**src/hdl/rft_pkg.sv**
```systemverilog
// shared types and constants for the register-and-forward table
// no dependencies; used by rft_ctrl, rft_datapath and the top level
package rft_pkg;

    // table geometry
    localparam int SLOTS   = 16;
    localparam int SLOT_W  = (SLOTS > 1) ? $clog2(SLOTS) : 1;
    localparam int MAX_OUT = 16;
    localparam int CNT_W   = $clog2(MAX_OUT + 1);

    // packet header constants
    localparam logic [15:0] REG_SOCKET    = 16'h0002;
    localparam logic [31:0] REG_HOST      = 32'h0000_0000;
    localparam logic [31:0] BCAST_HOST    = 32'hffff_ffff;
    localparam logic [15:0] DEFAULT_PORT  = 16'd213;
    localparam logic [7:0]  MAC_REQ       = 8'h4d;
    localparam logic [10:0] MAC_MIN_LEN   = 11'd36;
    localparam logic [10:0] EMPTY_LEN     = 11'd0;
    localparam logic [31:0] SERVER_ID_RST = 32'd1;

    // result kinds
    localparam logic KIND_ACK = 1'b0;
    localparam logic KIND_FWD = 1'b1;

    // input request, last field (sender_peer) in the low bits
    typedef struct packed {
        logic [4:0]  pad;
        logic [15:0] mac_port;
        logic [31:0] mac_host;
        logic [10:0] packet_len;
        logic [7:0]  trans_control;
        logic [15:0] src_port;
        logic [31:0] src_host;
        logic [15:0] dest_port;
        logic [31:0] dest_host;
        logic [15:0] dest_socket;
        logic [31:0] sender_peer;
    } in_item_t;

    // one result
    typedef struct packed {
        logic        kind;
        logic        last;
        logic [15:0] node_port;
        logic [31:0] node_host;
        logic        ext_ack;
        logic [31:0] from_host;
        logic [3:0]  slot;
        logic [31:0] target_peer;
    } result_t;

    typedef enum logic [1:0] {
        ST_IDLE,
        ST_REG_SCAN,
        ST_FWD_SCAN,
        ST_FLUSH
    } state_t;

    // controller to datapath
    typedef struct packed {
        logic load;
        logic idx_clr;
        logic idx_inc;
        logic claim;
        logic set_ack;
        logic set_fwd;
        logic push;
        logic flush;
    } rft_cmd_t;

    // datapath to controller
    typedef struct packed {
        logic empty;
        logic is_reg;
        logic slot_free;
        logic src_match;
        logic fwd_hit;
        logic idx_last;
        logic cnt_full;
        logic pend_valid;
        logic out_free;
    } rft_stat_t;

endpackage

```
**src/hdl/ipx_register_and_forward_table.sv**
```systemverilog
// top level: IPX tunnel registration and forwarding table, one request at a time
// each request is captured, then the slots are scanned in order, then the held result is flushed;
// an empty packet is only captured, a registration scan stops at the first free or matching slot,
// a registration miss then forwards; the last result shows up in the cycle the next request can be taken
// a result waiting on m_tready stalls the scan; reset (aresetn low, synchronous) clears
// all slots and sets server_id to 1; depends on rft_pkg, rft_ctrl and rft_datapath
module ipx_register_and_forward_table (
    input  logic         aclk,
    input  logic         aresetn,
    input  logic         cfg_wr_en,
    input  logic [31:0]  cfg_wr_data,
    input  logic         s_tvalid,
    output logic         s_tready,
    // sender_peer, dest_socket, dest_host, dest_port, src_host, src_port,
    // trans_control, packet_len, mac_host, mac_port, zero pad
    input  logic [215:0] s_tdata,
    output logic         m_tvalid,
    input  logic         m_tready,
    // target_peer, slot, from_host, ext_ack, node_host, node_port, zero pad
    output logic [119:0] m_tdata,
    // kind
    output logic [0:0]   m_tuser,
    output logic         m_tlast
);

    rft_pkg::rft_cmd_t  cmd;
    rft_pkg::rft_stat_t stat;
    rft_pkg::in_item_t  in_item;
    rft_pkg::result_t   out_item;

    assign in_item = rft_pkg::in_item_t'(s_tdata);

    rft_ctrl u_ctrl (
        .aclk     (aclk),
        .aresetn  (aresetn),
        .in_valid (s_tvalid),
        .in_ready (s_tready),
        .stat     (stat),
        .cmd      (cmd)
    );

    rft_datapath u_dp (
        .aclk        (aclk),
        .aresetn     (aresetn),
        .cfg_wr_en   (cfg_wr_en),
        .cfg_wr_data (cfg_wr_data),
        .in_item     (in_item),
        .cmd         (cmd),
        .stat        (stat),
        .out_valid   (m_tvalid),
        .out_ready   (m_tready),
        .out_item    (out_item)
    );

    // result packing
    assign m_tdata = {3'b000, out_item.node_port, out_item.node_host, out_item.ext_ack,
                      out_item.from_host, out_item.slot, out_item.target_peer};
    assign m_tuser = out_item.kind;
    assign m_tlast = out_item.last;

endmodule

```
**src/hdl/rft_ctrl.sv**
```systemverilog
// scan controller for the register-and-forward table
// depends on rft_pkg for state, command and status types
module rft_ctrl (
    input  logic              aclk,
    input  logic              aresetn,
    input  logic              in_valid,
    output logic              in_ready,
    input  rft_pkg::rft_stat_t stat,
    output rft_pkg::rft_cmd_t  cmd
);

    rft_pkg::state_t state_reg, state_next;

    // state register
    always_ff @(posedge aclk) begin
        if (!aresetn) begin
            state_reg <= rft_pkg::ST_IDLE;
        end else begin
            state_reg <= state_next;
        end
    end

    // next state and commands
    always_comb begin
        state_next = state_reg;
        cmd        = '0;
        in_ready   = 1'b0;
        case (state_reg)
            rft_pkg::ST_IDLE: begin
                in_ready = 1'b1;
                if (in_valid) begin
                    cmd.load    = 1'b1;
                    cmd.idx_clr = 1'b1;
                    if (stat.empty) begin
                        state_next = rft_pkg::ST_IDLE;
                    end else if (stat.is_reg) begin
                        state_next = rft_pkg::ST_REG_SCAN;
                    end else begin
                        state_next = rft_pkg::ST_FWD_SCAN;
                    end
                end
            end
            rft_pkg::ST_REG_SCAN: begin
                if (stat.slot_free) begin
                    cmd.claim   = 1'b1;
                    cmd.set_ack = 1'b1;
                    state_next  = rft_pkg::ST_FLUSH;
                end else if (stat.src_match) begin
                    cmd.set_ack = 1'b1;
                    state_next  = rft_pkg::ST_FLUSH;
                end else if (stat.idx_last) begin
                    // no slot took it, fall back to forwarding
                    cmd.idx_clr = 1'b1;
                    state_next  = rft_pkg::ST_FWD_SCAN;
                end else begin
                    cmd.idx_inc = 1'b1;
                end
            end
            rft_pkg::ST_FWD_SCAN: begin
                // stall only when a new hit must displace a held result and the output register is busy
                if (!(stat.fwd_hit && !stat.cnt_full && stat.pend_valid
                      && !stat.out_free)) begin
                    if (stat.fwd_hit && !stat.cnt_full) begin
                        cmd.set_fwd = 1'b1;
                        cmd.push    = stat.pend_valid;
                    end
                    if (stat.idx_last) begin
                        state_next = rft_pkg::ST_FLUSH;
                    end else begin
                        cmd.idx_inc = 1'b1;
                    end
                end
            end
            rft_pkg::ST_FLUSH: begin
                if (!stat.pend_valid) begin
                    state_next = rft_pkg::ST_IDLE;
                end else if (stat.out_free) begin
                    cmd.flush  = 1'b1;
                    state_next = rft_pkg::ST_IDLE;
                end
            end
            default: begin
                state_next = rft_pkg::ST_IDLE;
            end
        endcase
    end

endmodule

```
**src/hdl/rft_datapath.sv**
```systemverilog
// slot table, scan index, held result and output register
// depends on rft_pkg for item, result, command and status types
module rft_datapath (
    input  logic               aclk,
    input  logic               aresetn,
    input  logic               cfg_wr_en,
    input  logic [31:0]        cfg_wr_data,
    input  rft_pkg::in_item_t  in_item,
    input  rft_pkg::rft_cmd_t  cmd,
    output rft_pkg::rft_stat_t stat,
    output logic               out_valid,
    input  logic               out_ready,
    output rft_pkg::result_t   out_item
);

    logic [31:0]               server_id_reg;
    rft_pkg::in_item_t         in_reg;
    logic [rft_pkg::SLOT_W-1:0] idx_reg;
    logic [rft_pkg::CNT_W-1:0]  cnt_reg;
    rft_pkg::result_t          pend_reg;
    logic                      pend_valid_reg;
    rft_pkg::result_t          out_reg;
    rft_pkg::result_t          out_next;
    logic                      out_valid_reg;

    logic [rft_pkg::SLOTS-1:0] conn_reg;
    logic [31:0]               guest_host_reg [rft_pkg::SLOTS];
    logic [15:0]               guest_port_reg [rft_pkg::SLOTS];
    logic [31:0]               peer_reg       [rft_pkg::SLOTS];

    logic [31:0]      cur_host;
    logic [15:0]      cur_port;
    logic [31:0]      cur_peer;
    logic             ext;
    logic             bcast;
    logic             src_eq;
    logic             dst_eq;
    rft_pkg::result_t ack_res;
    rft_pkg::result_t fwd_res;

    // current slot entry
    assign cur_host = guest_host_reg[idx_reg];
    assign cur_port = guest_port_reg[idx_reg];
    assign cur_peer = peer_reg[idx_reg];

    // compares against the header addresses
    assign src_eq = (cur_host == in_reg.src_host) && (cur_port == in_reg.src_port);
    assign dst_eq = (cur_host == in_reg.dest_host) && (cur_port == in_reg.dest_port);
    assign bcast  = (in_reg.dest_host == rft_pkg::BCAST_HOST);
    assign ext    = cmd.claim && (in_reg.trans_control == rft_pkg::MAC_REQ)
                    && (in_reg.packet_len >= rft_pkg::MAC_MIN_LEN);

    // status to controller
    always_comb begin
        stat.empty      = (in_item.packet_len == rft_pkg::EMPTY_LEN);
        stat.is_reg     = (in_item.dest_socket == rft_pkg::REG_SOCKET)
                          && (in_item.dest_host == rft_pkg::REG_HOST);
        stat.slot_free  = !conn_reg[idx_reg];
        stat.src_match  = src_eq;
        stat.fwd_hit    = conn_reg[idx_reg] && (bcast ? !src_eq : dst_eq);
        stat.idx_last   = (idx_reg == rft_pkg::SLOT_W'(rft_pkg::SLOTS - 1));
        stat.cnt_full   = (cnt_reg == rft_pkg::CNT_W'(rft_pkg::MAX_OUT));
        stat.pend_valid = pend_valid_reg;
        stat.out_free   = !out_valid_reg || out_ready;
    end

    // ack and forward results for the current slot
    always_comb begin
        ack_res.kind        = rft_pkg::KIND_ACK;
        ack_res.last        = 1'b1;
        ack_res.target_peer = in_reg.sender_peer;
        ack_res.slot        = 4'(idx_reg);
        ack_res.from_host   = server_id_reg;
        ack_res.ext_ack     = ext;
        ack_res.node_host   = ext ? in_reg.mac_host : in_reg.sender_peer;
        ack_res.node_port   = ext ? in_reg.mac_port : rft_pkg::DEFAULT_PORT;

        fwd_res.kind        = rft_pkg::KIND_FWD;
        fwd_res.last        = 1'b0;
        fwd_res.target_peer = cur_peer;
        fwd_res.slot        = 4'(idx_reg);
        fwd_res.from_host   = in_reg.src_host;
        fwd_res.ext_ack     = 1'b0;
        fwd_res.node_host   = in_reg.dest_host;
        fwd_res.node_port   = in_reg.dest_port;
    end

    // server id register
    always_ff @(posedge aclk) begin
        if (!aresetn) begin
            server_id_reg <= rft_pkg::SERVER_ID_RST;
        end else if (cfg_wr_en) begin
            server_id_reg <= cfg_wr_data;
        end
    end

    // request capture
    always_ff @(posedge aclk) begin
        if (cmd.load) begin
            in_reg <= in_item;
        end
    end

    // scan index and result count
    always_ff @(posedge aclk) begin
        if (!aresetn) begin
            idx_reg <= '0;
            cnt_reg <= '0;
        end else begin
            if (cmd.idx_clr) begin
                idx_reg <= '0;
            end else if (cmd.idx_inc) begin
                idx_reg <= idx_reg + 1'b1;
            end
            if (cmd.load) begin
                cnt_reg <= '0;
            end else if (cmd.set_fwd) begin
                cnt_reg <= cnt_reg + 1'b1;
            end
        end
    end

    // connected flags
    always_ff @(posedge aclk) begin
        if (!aresetn) begin
            conn_reg <= '0;
        end else if (cmd.claim) begin
            conn_reg[idx_reg] <= 1'b1;
        end
    end

    // slot contents, written on claim
    always_ff @(posedge aclk) begin
        if (cmd.claim) begin
            peer_reg[idx_reg]       <= in_reg.sender_peer;
            guest_host_reg[idx_reg] <= ext ? in_reg.mac_host : in_reg.sender_peer;
            guest_port_reg[idx_reg] <= ext ? in_reg.mac_port : rft_pkg::DEFAULT_PORT;
        end
    end

    // held result, sent once the next one or the end of scan is known
    always_ff @(posedge aclk) begin
        if (!aresetn) begin
            pend_valid_reg <= 1'b0;
        end else if (cmd.set_ack || cmd.set_fwd) begin
            pend_valid_reg <= 1'b1;
        end else if (cmd.flush || cmd.load) begin
            pend_valid_reg <= 1'b0;
        end
    end

    always_ff @(posedge aclk) begin
        if (cmd.set_ack) begin
            pend_reg <= ack_res;
        end else if (cmd.set_fwd) begin
            pend_reg <= fwd_res;
        end
    end

    // output word: held result, last set only by the final flush
    always_comb begin
        out_next      = pend_reg;
        out_next.last = cmd.flush;
    end

    // output register
    always_ff @(posedge aclk) begin
        if (!aresetn) begin
            out_valid_reg <= 1'b0;
        end else if (cmd.push || cmd.flush) begin
            out_valid_reg <= 1'b1;
        end else if (out_ready) begin
            out_valid_reg <= 1'b0;
        end
    end

    always_ff @(posedge aclk) begin
        if (cmd.push || cmd.flush) begin
            out_reg <= out_next;
        end
    end

    assign out_valid = out_valid_reg;
    assign out_item  = out_reg;

endmodule

```
**config.mk**
```make
export PLATFORM = sky130hd
export DESIGN_NAME = ipx_register_and_forward_table
export DESIGN_NICKNAME = d
export VERILOG_FILES = /design/src/hdl/rft_pkg.sv /design/src/hdl/ipx_register_and_forward_table.sv /design/src/hdl/rft_ctrl.sv /design/src/hdl/rft_datapath.sv
export SDC_FILE = /design/constraint.sdc
export NUM_CORES = 1
export LEC_CHECK = 0
export BUFFER_PORTS_ARGS = -buffer_cell sky130_fd_sc_hd__buf_2
export CAP_MARGIN = 20
export CORE_MARGIN = 1
export CORE_UTILIZATION = 60
export DETAILED_ROUTE_END_ITERATION = 12
export PLACE_DENSITY = 0.79
export SYNTH_ARGS = -nofsm -noshare
export SYNTH_HDL_FRONTEND = slang
export SYNTH_HIERARCHICAL = 1
export SYNTH_SLANG_ARGS = --single-unit
```
**constraint.sdc**
```tcl
create_clock -name aclk -period 11.3 [get_ports aclk]
set_input_delay 0.565 -clock aclk [delete_from_list [all_inputs] [get_ports aclk]]
set_output_delay 0.565 -clock aclk [all_outputs]
set_load 0.01 [all_outputs]
```
After elaboration in Yosys (flattened, before gate mapping):

Memory sizes are Yosys's and may differ from the RTL's. A register that Yosys moved wholly into a read port is not among the register bits.
Cells that the tools add are included.

* RAM bits: 1280
* output and inout port bits: 124
* logic and storage cells: 137
* bits in registers: 493
* input port bits: 253
* memories kept: 3

Memories
* u_dp.guest_host_reg: depth 16, bits a word 32, rd ports 1, clocked after memory_dff 1, write ports 1, RTL line rft_datapath.sv:27 `logic [31:0] guest_host_reg [rft_pkg::SLOTS];`
* u_dp.peer_reg: depth 16, bits a word 32, rd ports 1, clocked after memory_dff 1, write ports 1, RTL line rft_datapath.sv:29 `logic [31:0] peer_reg [rft_pkg::SLOTS];`
* u_dp.guest_port_reg: depth 16, bits a word 16, rd ports 1, clocked after memory_dff 1, write ports 1, RTL line rft_datapath.sv:28 `logic [15:0] guest_port_reg [rft_pkg::SLOTS];`

* bitwise logic cells: 2
* reduce and logical (&&, ||, !) cells: 27
* order comparisons: 3
* equality and inequality tests: 17
* add/sub/neg operators: 2
* muxes and demuxes: 52

Operators with widths (number)
* $mux 117: 2
* $eq 32x32->1: 2
* $mux 2: 17
* $eq 16x16->1: 2
* $eq 32x32->1 const B: 1
* $logic_not 32->1: 1
* $mux 32: 1
* $mux 4: 6
* $mux 1: 20
* $eq 16x2->1 const B: 1
* $mux 16: 1
* $or 16x16->16: 1
* $ge 11x6->1 const B: 1
* $logic_not 11->1: 1
* $logic_and 1x1->1: 10
* $eq 8x7->1 const B: 1
* $pmux 2 s4: 1
* $ne 2x2->1 const B: 3
* $reduce_bool 2->1: 3
* $add 5x1->5 const B: 1
* $eq 5x5->1 const B: 1
* $lt 4x5->1 const B: 1
* $reduce_and 5->1: 1
* $add 4x1->4 const B: 1
* other kinds (14): 23

Longest topological paths before layout:

Gate-level depths: netlist of the first run.

* word-level depth: 12
* depth in mapped cells: 20
* gate-level depth less buffers: 15

By module:

Netlist of the first run, hierarchy kept.

By module, submodules not included
* rft_datapath: instances 1, cells each 3043, area an instance 67048.1 µm²
* rft_ctrl: instances 1, cells each 38, area an instance 306.5 µm²
* ipx_register_and_forward_table: instances 1, cells each 4, area an instance 26.3 µm²

Least setup slack after synthesis of the first run:

OpenSTA, ideal clock, no wires.

* path type: flip-flop to flip-flop
* from: register u_ctrl.state_reg[0]
* to: register with a tool-made name
* slack: 1477 ps
* buffers on the path: 0
* required time: 11179 ps
* period minus slack after synthesis: 9823 ps
* data arrival time: 9702 ps
* cell stages (with the launch flop): 8
* cell sequence: dfxtp_1 inv_1 ha_1 inv_1 nor2_1 a31o_2 nand2b_1 nor2_1

RTL lines
* start, declared: RTL line rft_ctrl.sv:12 `rft_pkg::state_t state_reg, state_next;`
* start signal, assigned: RTL line rft_ctrl.sv:17 `state_reg <= rft_pkg::ST_IDLE;`
* start signal, assigned: RTL line rft_ctrl.sv:19 `state_reg <= state_next;`

==> results of run 1 <==
-- area by class of cell --
class                      count  area, sq um
antenna                        5         12.5
timing repair buffer         586         4000
tap                         1488         1860
sequential                  1775        52700
inverter                      19         78.8
clock inverter               115          931
clock buffer                 208         4530
multi-input combinational   1151        13900
fill                        6281        33000
-- per-stage QoR --
stage | instances | hold WS, ps | power (mW) | area, sq um | util, %
2_1_floorplan | 3087 | 400 | 9.60 | 67400 | -
3_3_place_gp | 4843 | 400 | 10.3 | 70700 | 63.7
3_5_place_dp | 4843 | 405 | 10.3 | 70700 | 63.7
4_1_cts | 5340 | 4.46 | 15.9 | 77900 | 70.2
5_1_grt | 5345 | 10.2 | 16.3 | 78000 | 70.3
6_report | 5347 | 38.6 | 15.9 | 78000 | 70.3
-- final timing paths --
check / end / slack (ps) / depth (start not counted)
setup / recovery: u_dp/out_item[11] / 3980 / 14
hold / removal: u_dp/fwd_res[87] / 40 / 1
setup reg to reg: u_dp/out_item[11] / 3980 / 14
hold reg to reg: u_dp/out_item[91] / 420 / 0
-- layer usage --
metal  part of all wire, %  up-vias  global-route usage, %
met1                    36    18200                   42.7
met5                 0.012        -                      0
met2                    48     2801                   49.6
met3                    12      412                   6.49
met4                   4.2        4                   13.6
li1                      -    13900                      -
-- worst max-delay path, delay by kind of cell, from the launching register on --
kind / cells / cell delay, ps
DFF: 1 / 850
and+or+nand+nor: 7 / 2840
xor gates and xnor gates: 1 / 200
buffers and inverters: 3 / 1440
AOI/OAI and AO/OA: 3 / 1440
-- report_power, final --
part	switching [mW]	leakage [nW]	internal [mW]	total, mW
Sequential	0.361	15.9	7.93	8.29
Clock	2.48	2.71	3.11	5.59
Combinational	1.23	6.35	0.808	2.03
Total	4.07	24.9	11.8	15.9
-- cells by family after synthesis --
logic type / synth area share, %
fa+ha+maj: 0.186
other cells: 0.00557
mux: 15.0
simple gates: 2.35
flops: 78.1
xor+xnor: 1.40
buf+inv: 1.34
compound gates: 1.62
-- cell usage in the layout, fill, tap and decap left out, types with 26 or more instances in the layout --
cell	synthesis	final
sky130_fd_sc_hd__a22oi_1	36	36
sky130_fd_sc_hd__buf_2	40	368
sky130_fd_sc_hd__buf_4	20	37
sky130_fd_sc_hd__clkbuf_1	52	29
sky130_fd_sc_hd__clkbuf_16	0	174
sky130_fd_sc_hd__clkinv_1	0	32
sky130_fd_sc_hd__clkinv_2	0	52
sky130_fd_sc_hd__dfxtp_1	66	62
sky130_fd_sc_hd__dlygate4sd3_1	0	174
sky130_fd_sc_hd__edfxtp_1	1709	1709
sky130_fd_sc_hd__mux2_2	143	143
sky130_fd_sc_hd__mux2i_1	109	109
sky130_fd_sc_hd__mux4_2	328	328
sky130_fd_sc_hd__nand2_1	92	92
sky130_fd_sc_hd__nand4_1	30	30
sky130_fd_sc_hd__nor2_1	30	29
sky130_fd_sc_hd__nor2b_1	39	38
sky130_fd_sc_hd__nor4_1	26	26
sky130_fd_sc_hd__xnor2_1	49	49
sky130_fd_sc_hd__xor2_1	59	59
==> flow_summary.html, run 1 <==
<table>
<tr><th>Metric</th><th>Value</th></tr>
<tr><th colspan="2">Worst hold path</th></tr>
<tr><td>HP Class</td><td>in -&gt; reg</td></tr>
<tr><td>HP Start</td><td>s_tdata[66]</td></tr>
<tr><th colspan="2">Synth</th></tr>
<tr><td>Synthesized area</td><td>slightly below 70000 sq um</td></tr>
<tr><td>Post-synth cell types</td><td>62</td></tr>
<tr><td>Count of flip-flops with a built-in enable after synthesis</td><td>1709</td></tr>
<tr><td>Leading area contributor after synthesis</td><td>sky130_fd_sc_hd__edfxtp_1</td></tr>
<tr><td>Cell types with the highest counts after synthesis</td><td>sky130_fd_sc_hd__edfxtp_1 (1709), sky130_fd_sc_hd__mux4_2 (328), sky130_fd_sc_hd__mux2_2 (143)</td></tr>
<tr><td>Cell types with the largest area share after synthesis</td><td>sky130_fd_sc_hd__edfxtp_1 (76%), sky130_fd_sc_hd__mux4_2 (11%), sky130_fd_sc_hd__mux2_2 (2.4%)</td></tr>
<tr><td>Proportion of synthesized chip area in sequential cells</td><td>approximately four fifths</td></tr>
<tr><td>Average size of a mapped cell</td><td>between 20 and 25 sq um</td></tr>
<tr><td>FF+latch count, synth</td><td>1775</td></tr>
<tr><td>Post-synth ARST share</td><td>0%</td></tr>
<tr><td>Proportion of netlist area held by the largest area contributor</td><td>about three quarters</td></tr>
<tr><td>Synth warn</td><td>6</td></tr>
<tr><td>Mapped Cells</td><td>3085</td></tr>
<tr><td>Most frequent cell after synthesis</td><td>sky130_fd_sc_hd__edfxtp_1</td></tr>
<tr><td>Primary flip-flop cell chosen by synthesis mapping</td><td>sky130_fd_sc_hd__edfxtp_1</td></tr>
<tr><th colspan="2">Cells and area</th></tr>
<tr><td>Layout cell share with drive strength beyond 1</td><td>30.8%</td></tr>
<tr><td>Synthesis-to-finish area growth</td><td>15.7%</td></tr>
<tr><td>Post-layout net count</td><td>3967</td></tr>
<tr><th colspan="2">Worst setup path</th></tr>
<tr><td>Critical path arrival</td><td>between 7000 and 8000 ps</td></tr>
<tr><td>Worst-path cell with the longest stage delay</td><td>sky130_fd_sc_hd__o21ai_0</td></tr>
<tr><td>Maximum net fanout on the critical path</td><td>61</td></tr>
<tr><td>Kind of critical path</td><td>reg -&gt; reg</td></tr>
<tr><td>Critical Path Sink Type</td><td>flip-flop</td></tr>
<tr><td>CP Data Required Time</td><td>~12000 ps</td></tr>
<tr><td>Worst stage delay on the critical path</td><td>910 ps</td></tr>
<tr><td>Most prevalent standard cell on the critical path</td><td>sky130_fd_sc_hd__buf_4</td></tr>
<tr><td>Kind of start point of the critical path</td><td>flip-flop</td></tr>
<tr><td>Cells along the critical path</td><td>buf_4, and2_1, a221oi_1, o21ai_0, xor2_1, nand4_1, or4_1, nor4_2, o32ai_1, and3b_1, and3_1, nor2_1, inv_6, buf_4</td></tr>
<tr><th colspan="2">Timing</th></tr>
<tr><td>Sum of negative setup slack</td><td>0 ps</td></tr>
<tr><td>Hold violation total from the final report</td><td>0</td></tr>
<tr><td>Tmin final</td><td>about 7300 ps</td></tr>
<tr><td>Final Cycle Share</td><td>64.8%</td></tr>
<tr><td>F_max</td><td>137 MHz</td></tr>
<tr><td>Measured slew at the worst slew-check pin</td><td>1120 ps</td></tr>
<tr><td>Setup repair after global routing missed its margin</td><td>no</td></tr>
<tr><td>Slew HR</td><td>24.3%</td></tr>
<tr><td>Number of pins exceeding their max-slew limit in the final report</td><td>0</td></tr>
<tr><td>Number of endpoints failing setup at the final stage</td><td>0</td></tr>
<tr><td>Slack of the critical path</td><td>3980 ps</td></tr>
<tr><td>Clock tree skew after final layout</td><td>28.7 ps</td></tr>
<tr><th colspan="2">Route</th></tr>
<tr><td>First-pass iteration count of the detailed router</td><td>6</td></tr>
<tr><td>Total wire length after detailed routing</td><td>177000 um</td></tr>
<tr><td>Antenna violation net count after detailed routing</td><td>0</td></tr>
<tr><td>WL per Instance</td><td>33.1 um</td></tr>
<tr><td>Number of violations reported at the end of detailed-routing iteration 0</td><td>5091</td></tr>
<tr><td>Drc violations</td><td>0</td></tr>
<tr><td>Routed via count</td><td>approximately 35000</td></tr>
<tr><td>Number of vias per cell</td><td>6.61</td></tr>
<tr><th colspan="2">Clock network</th></tr>
<tr><td>Count of instances resized after the clock tree is built</td><td>0</td></tr>
<tr><td># Post-CTS Setup Buffers</td><td>0</td></tr>
<tr><td>Quantity of hold-fixing buffers added after cts</td><td>174</td></tr>
<tr><td>Clock insertion delay at the later pin of the skew report</td><td>between 700 and 800 ps</td></tr>
<tr><td>Cell at the root of the clock tree</td><td>sky130_fd_sc_hd__clkbuf_16</td></tr>
<tr><td>TritonCTS clock tree</td><td>built</td></tr>
<tr><td>CTS Buffer Depth</td><td>3</td></tr>
<tr><td>Clk slew on worst S/H paths</td><td>about 60 ps</td></tr>
<tr><td>TritonCTS Sinks</td><td>1775</td></tr>
<tr><td>Number of H-tree levels</td><td>4</td></tr>
<tr><td>TritonCTS buffer count</td><td>171</td></tr>
<tr><th colspan="2">Die</th></tr>
<tr><td>Die Area</td><td>114000 sq um</td></tr>
<tr><td>Starting Density</td><td>60.7%</td></tr>
<tr><td>Placeable core region</td><td>approximately 110000 sq um</td></tr>
<tr><td>I/O pins</td><td>377</td></tr>
<tr><td>Horizontal extent of the die</td><td>337 um</td></tr>
<tr><td>Height of the chip</td><td>about 340 um</td></tr>
<tr><td>Num rows</td><td>122</td></tr>
<tr><th colspan="2">Power and ir drop</th></tr>
<tr><td>Areal power density over the cells</td><td>204 nW/um^2</td></tr>
<tr><td>Leakage power total</td><td>24.9 nW</td></tr>
<tr><td>Maximum vdd drop</td><td>roughly 0.00017 V</td></tr>
<tr><th colspan="2">Place</th></tr>
<tr><td>Pre-CTS WS</td><td>4120 ps</td></tr>
<tr><td>Count of buffers from port buffering</td><td>368</td></tr>
<tr><td>Final RePlAce weighted congestion</td><td>0.956</td></tr>
<tr><td>Total half-perimeter wirelength after legalization and detailed placement</td><td>93500 um</td></tr>
<tr><th colspan="2">Job</th></tr>
<tr><td>Count of max-cap constraint violations</td><td>0</td></tr>
<tr><th colspan="2">Run status</th></tr>
<tr><td>Outcome</td><td>completed</td></tr>
<tr><th colspan="2">Global routing</th></tr>
<tr><td>Number of global-route vias before repair</td><td>roughly 35000</td></tr>
<tr><td>Global-route usage over all layers</td><td>31.3%</td></tr>
<tr><td>Antenna violations before repair</td><td>11</td></tr>
<tr><td>First-pass GRT wire length</td><td>around 250000 um</td></tr>
<tr><td>Overflow left after global routing</td><td>0</td></tr>
<tr><td>Maximum number of pins on one net before global-route repair</td><td>between 100 and 150</td></tr>
</table>
No activity file was read; power rests on OpenSTA's default activity.
==> inputs of run 2 (changes only) <==
--- a/config.mk
+++ b/config.mk
@@ -8,9 +8,9 @@
 export BUFFER_PORTS_ARGS = -buffer_cell sky130_fd_sc_hd__buf_2
 export CAP_MARGIN = 20
 export CORE_MARGIN = 1
-export CORE_UTILIZATION = 60
+export CORE_UTILIZATION = 55
 export DETAILED_ROUTE_END_ITERATION = 12
-export PLACE_DENSITY = 0.79
+export PLACE_DENSITY = 0.76
 export SYNTH_ARGS = -nofsm -noshare
 export SYNTH_HDL_FRONTEND = slang
 export SYNTH_HIERARCHICAL = 1
==> constraint.sdc (replaced) <==
create_clock -name aclk -period 5.93 [get_ports aclk]
set_input_delay 0.2965 -clock aclk [delete_from_list [all_inputs] [get_ports aclk]]
set_output_delay 0.2965 -clock aclk [all_outputs]
set_load 0.01 [all_outputs]
==> flow_summary.html, run 2 (same netlist as run 1, synthesis figures left out) <==
<table>
<tr><th>Metric</th><th>Value</th></tr>
<tr><th colspan="2">Timing</th></tr>
<tr><td>Final Cycle Share</td><td>90.2%</td></tr>
<tr><td>Measured slew at the worst slew-check pin</td><td>around 1100 ps</td></tr>
<tr><td>Hold violation total from the final report</td><td>0</td></tr>
<tr><td>F_max</td><td>187 MHz</td></tr>
<tr><td>Clock tree skew after final layout</td><td>33.9 ps</td></tr>
<tr><td>Tmin final</td><td>5350 ps</td></tr>
<tr><td>Slew HR</td><td>23.3%</td></tr>
<tr><td>Number of pins exceeding their max-slew limit in the final report</td><td>0</td></tr>
<tr><td>Sum of negative setup slack</td><td>0 ps</td></tr>
<tr><td>Setup repair after global routing missed its margin</td><td>no</td></tr>
<tr><td>Number of endpoints failing setup at the final stage</td><td>0</td></tr>
<tr><th colspan="2">Cells and area</th></tr>
<tr><td>Post-layout net count</td><td>4075</td></tr>
<tr><td>Total non-filler cell area in the finished layout</td><td>79400 sq um</td></tr>
<tr><td>Number of antenna repair diodes</td><td>0</td></tr>
<tr><td>Area of all sequential standard cells</td><td>52700 sq um</td></tr>
<tr><td>Filler Cell Count</td><td>7658</td></tr>
<tr><td>Area occupied by multi-input gates</td><td>13900 sq um</td></tr>
<tr><td>Layout cell share with drive strength beyond 1</td><td>between 30% and 40%</td></tr>
<tr><td>Number of non-filler instances in the completed layout</td><td>5579</td></tr>
<tr><td>Most frequent cells in the layout</td><td>sky130_fd_sc_hd__edfxtp_1 (1709), sky130_fd_sc_hd__buf_2 (369), sky130_fd_sc_hd__mux4_2 (328), sky130_fd_sc_hd__dlygate4sd3_1 (227), sky130_fd_sc_hd__clkbuf_16 (177)</td></tr>
<tr><td>Most common cell after layout, fill and taps aside</td><td>sky130_fd_sc_hd__edfxtp_1</td></tr>
<tr><td>Synthesis-to-finish area growth</td><td>17.8%</td></tr>
<tr><th colspan="2">Global routing</th></tr>
<tr><td>Number of global-route vias before repair</td><td>35500</td></tr>
<tr><td>Global-route usage over all layers</td><td>27.6%</td></tr>
<tr><td>Maximum number of pins on one net before global-route repair</td><td>102</td></tr>
<tr><td>First-pass GRT wire length</td><td>243000 um</td></tr>
<tr><td>Overflow left after global routing</td><td>0</td></tr>
<tr><td>Antenna violations before repair</td><td>0</td></tr>
<tr><th colspan="2">Worst setup path</th></tr>
<tr><td>Kind of start point of the critical path</td><td>flip-flop</td></tr>
<tr><td>Largest delay share family, worst path</td><td>simple AND/OR/NAND/NOR gates</td></tr>
<tr><td>Cells along the critical path</td><td>buf_12, buf_4, mux4_2, o21ai_0, a32oi_1, xor2_1, nor4_1, nand4_1, o32ai_1, and3b_1, nor2b_1, or2_4, buf_12</td></tr>
<tr><td>CP Data Required Time</td><td>6380 ps</td></tr>
<tr><td>Count of buffer and inverter cells on the critical path</td><td>3</td></tr>
<tr><td>Maximum net fanout on the critical path</td><td>45</td></tr>
<tr><td>Worst-path cell with the longest stage delay</td><td>sky130_fd_sc_hd__dfxtp_4</td></tr>
<tr><td>Critical path arrival</td><td>5800 ps</td></tr>
<tr><td>Critical Path Sink Type</td><td>flip-flop</td></tr>
<tr><td>Worst stage delay on the critical path</td><td>590 ps</td></tr>
<tr><td>Kind of critical path</td><td>reg -&gt; reg</td></tr>
<tr><td>Most prevalent standard cell on the critical path</td><td>sky130_fd_sc_hd__buf_12</td></tr>
<tr><th colspan="2">Place</th></tr>
<tr><td>Count of buffers from port buffering</td><td>about 370</td></tr>
<tr><td>Final RePlAce weighted congestion</td><td>~0.85</td></tr>
<tr><td>Placed inst area</td><td>a little over 70000 sq um</td></tr>
<tr><td>Cell Count Post-Placement</td><td>roughly 5000</td></tr>
<tr><td>Total half-perimeter wirelength after legalization and detailed placement</td><td>just under 100000 um</td></tr>
<tr><th colspan="2">Job</th></tr>
<tr><td>Count of max-cap constraint violations</td><td>0</td></tr>
<tr><th colspan="2">Power and ir drop</th></tr>
<tr><td>Maximum vdd drop</td><td>0.000327 V</td></tr>
<tr><td>Switching power total</td><td>about 7.6 mW</td></tr>
<tr><td>Net Sw Frac</td><td>25.0%</td></tr>
<tr><td>Share of power burned in the clock network</td><td>35.1%</td></tr>
<tr><td>Part of the total power dissipated in sequential elements</td><td>between 50% and 60%</td></tr>
<tr><td>Areal power density over the cells</td><td>383 nW/um^2</td></tr>
<tr><td>Internal power</td><td>22.8 mW</td></tr>
<tr><td>Share of total power in combinational logic</td><td>12.8%</td></tr>
<tr><td>Leakage power total</td><td>approximately 25 nW</td></tr>
<tr><th colspan="2">Clock network</th></tr>
<tr><td>TritonCTS Sinks</td><td>1775</td></tr>
<tr><td>TritonCTS clock tree</td><td>built</td></tr>
<tr><td>TritonCTS buffer count</td><td>172</td></tr>
<tr><td>CTS Buffer Depth</td><td>3</td></tr>
<tr><td>Clock insertion delay at the later pin of the skew report</td><td>810 ps</td></tr>
<tr><td>Count of instances resized after the clock tree is built</td><td>0</td></tr>
<tr><td>Cell at the root of the clock tree</td><td>sky130_fd_sc_hd__clkbuf_16</td></tr>
<tr><td>Clk slew on worst S/H paths</td><td>60 ps</td></tr>
<tr><td>Quantity of hold-fixing buffers added after cts</td><td>about 230</td></tr>
<tr><td>Number of H-tree levels</td><td>4</td></tr>
<tr><td># Post-CTS Setup Buffers</td><td>0</td></tr>
<tr><th colspan="2">Route</th></tr>
<tr><td>Routed via count</td><td>34400</td></tr>
<tr><td>Number of vias per cell</td><td>6.17</td></tr>
<tr><td>WL per Instance</td><td>30.5 um</td></tr>
<tr><td>Total wire length after detailed routing</td><td>between 150000 and 200000 um</td></tr>
<tr><td>First-pass iteration count of the detailed router</td><td>6</td></tr>
<tr><td>Antenna violation net count after detailed routing</td><td>0</td></tr>
<tr><td>Drc violations</td><td>0</td></tr>
<tr><td>Number of violations reported at the end of detailed-routing iteration 0</td><td>4330</td></tr>
<tr><th colspan="2">Die</th></tr>
<tr><td>Num rows</td><td>128</td></tr>
<tr><td>I/O pins</td><td>around 380</td></tr>
<tr><td>Die Area</td><td>124000 sq um</td></tr>
<tr><td>Placeable core region</td><td>roughly 120000 sq um</td></tr>
<tr><td>Horizontal extent of the die</td><td>352 um</td></tr>
<tr><td>Height of the chip</td><td>352 um</td></tr>
<tr><td>Starting Density</td><td>55.4%</td></tr>
<tr><th colspan="2">Worst hold path</th></tr>
<tr><td>HP Class</td><td>in -&gt; reg</td></tr>
<tr><th colspan="2">Run status</th></tr>
<tr><td>Outcome</td><td>completed</td></tr>
</table>
## run 2: changes by cell type in the layout (fill, tap and decap cells not counted), moves of 2 or more
cell                            previous run  this run
sky130_fd_sc_hd__buf_12                    6        32
sky130_fd_sc_hd__buf_4                    37        65
sky130_fd_sc_hd__bufinv_16                10        12
sky130_fd_sc_hd__clkbuf_1                 29        45
sky130_fd_sc_hd__clkbuf_16               174       177
sky130_fd_sc_hd__clkbuf_8                  6         1
sky130_fd_sc_hd__clkinv_1                 32        36
sky130_fd_sc_hd__clkinv_2                 52        28
sky130_fd_sc_hd__clkinv_8                  5         3
sky130_fd_sc_hd__clkinvlp_4                6         2
sky130_fd_sc_hd__diode_2                   5         0
sky130_fd_sc_hd__dlygate4sd3_1           174       227
sky130_fd_sc_hd__inv_6                     5         8
## run 2: power by group through the flow
| stage | clock network (mW) | logic [mW] | registers, mW |
|---|---|---|---|
| detailed placement | 0 | 3.71 | 16.1 |
| floorplan | 0 | 2.52 | 15.7 |
| global route | 11.3 | 4.10 | 15.9 |
| global placement | 0 | 3.65 | 16.0 |
| CTS | 10.8 | 3.87 | 15.8 |
| finish | 10.7 | 3.90 | 15.8 |
## run 2: worst paths after layout
| check | startpoint | endpoint | slack, ps | cells after the start |
|---|---|---|---|---|
| setup / recovery | flip-flop | u_dp/out_next[25] | 580 | 13 |
| setup reg to reg | flip-flop | u_dp/out_next[25] | 580 | 13 |
| hold reg to reg | u_dp/out_next[30] | u_dp/out_item[30] | 410 | 0 |
| hold / removal | aresetn | u_dp/server_id_reg[0] | 160 | 2 |
## run 2: layer usage
metal | part of all wire, % | vias up | track usage [%]
li1 | - | 14200 | -
met1 | 36 | 17900 | 34.6
met2 | 50 | 1974 | 45.5
met3 | 10 | 400 | 7.94
met4 | 3.8 | 2 | 10.8
met5 | 0.095 | - | 0.923
## run 2: metrics by stage
step                util [%]  hold WS [ps]  worst slack (ps)  total power [mW]
CTS                     65.2          98.0               638              30.4
global route            65.2           164               336              31.2
finish                  65.2           159               581              30.4
global placement        58.9           400               714              19.7
floorplan                  -           395               176              18.2
detailed placement      58.9           405               676              19.8
## run 2: final cells by class
class / instances / area share (%)
Sequential cell: 1775 / 66.3
Clock inverter: 93 / 1.07
Clock buffer: 223 / 5.81
Inverter: 19 / 0.0993
Tap cell: 1625 / 2.56
Timing Repair Buffer: 693 / 6.61
Multi-Input combinational cell: 1151 / 17.5
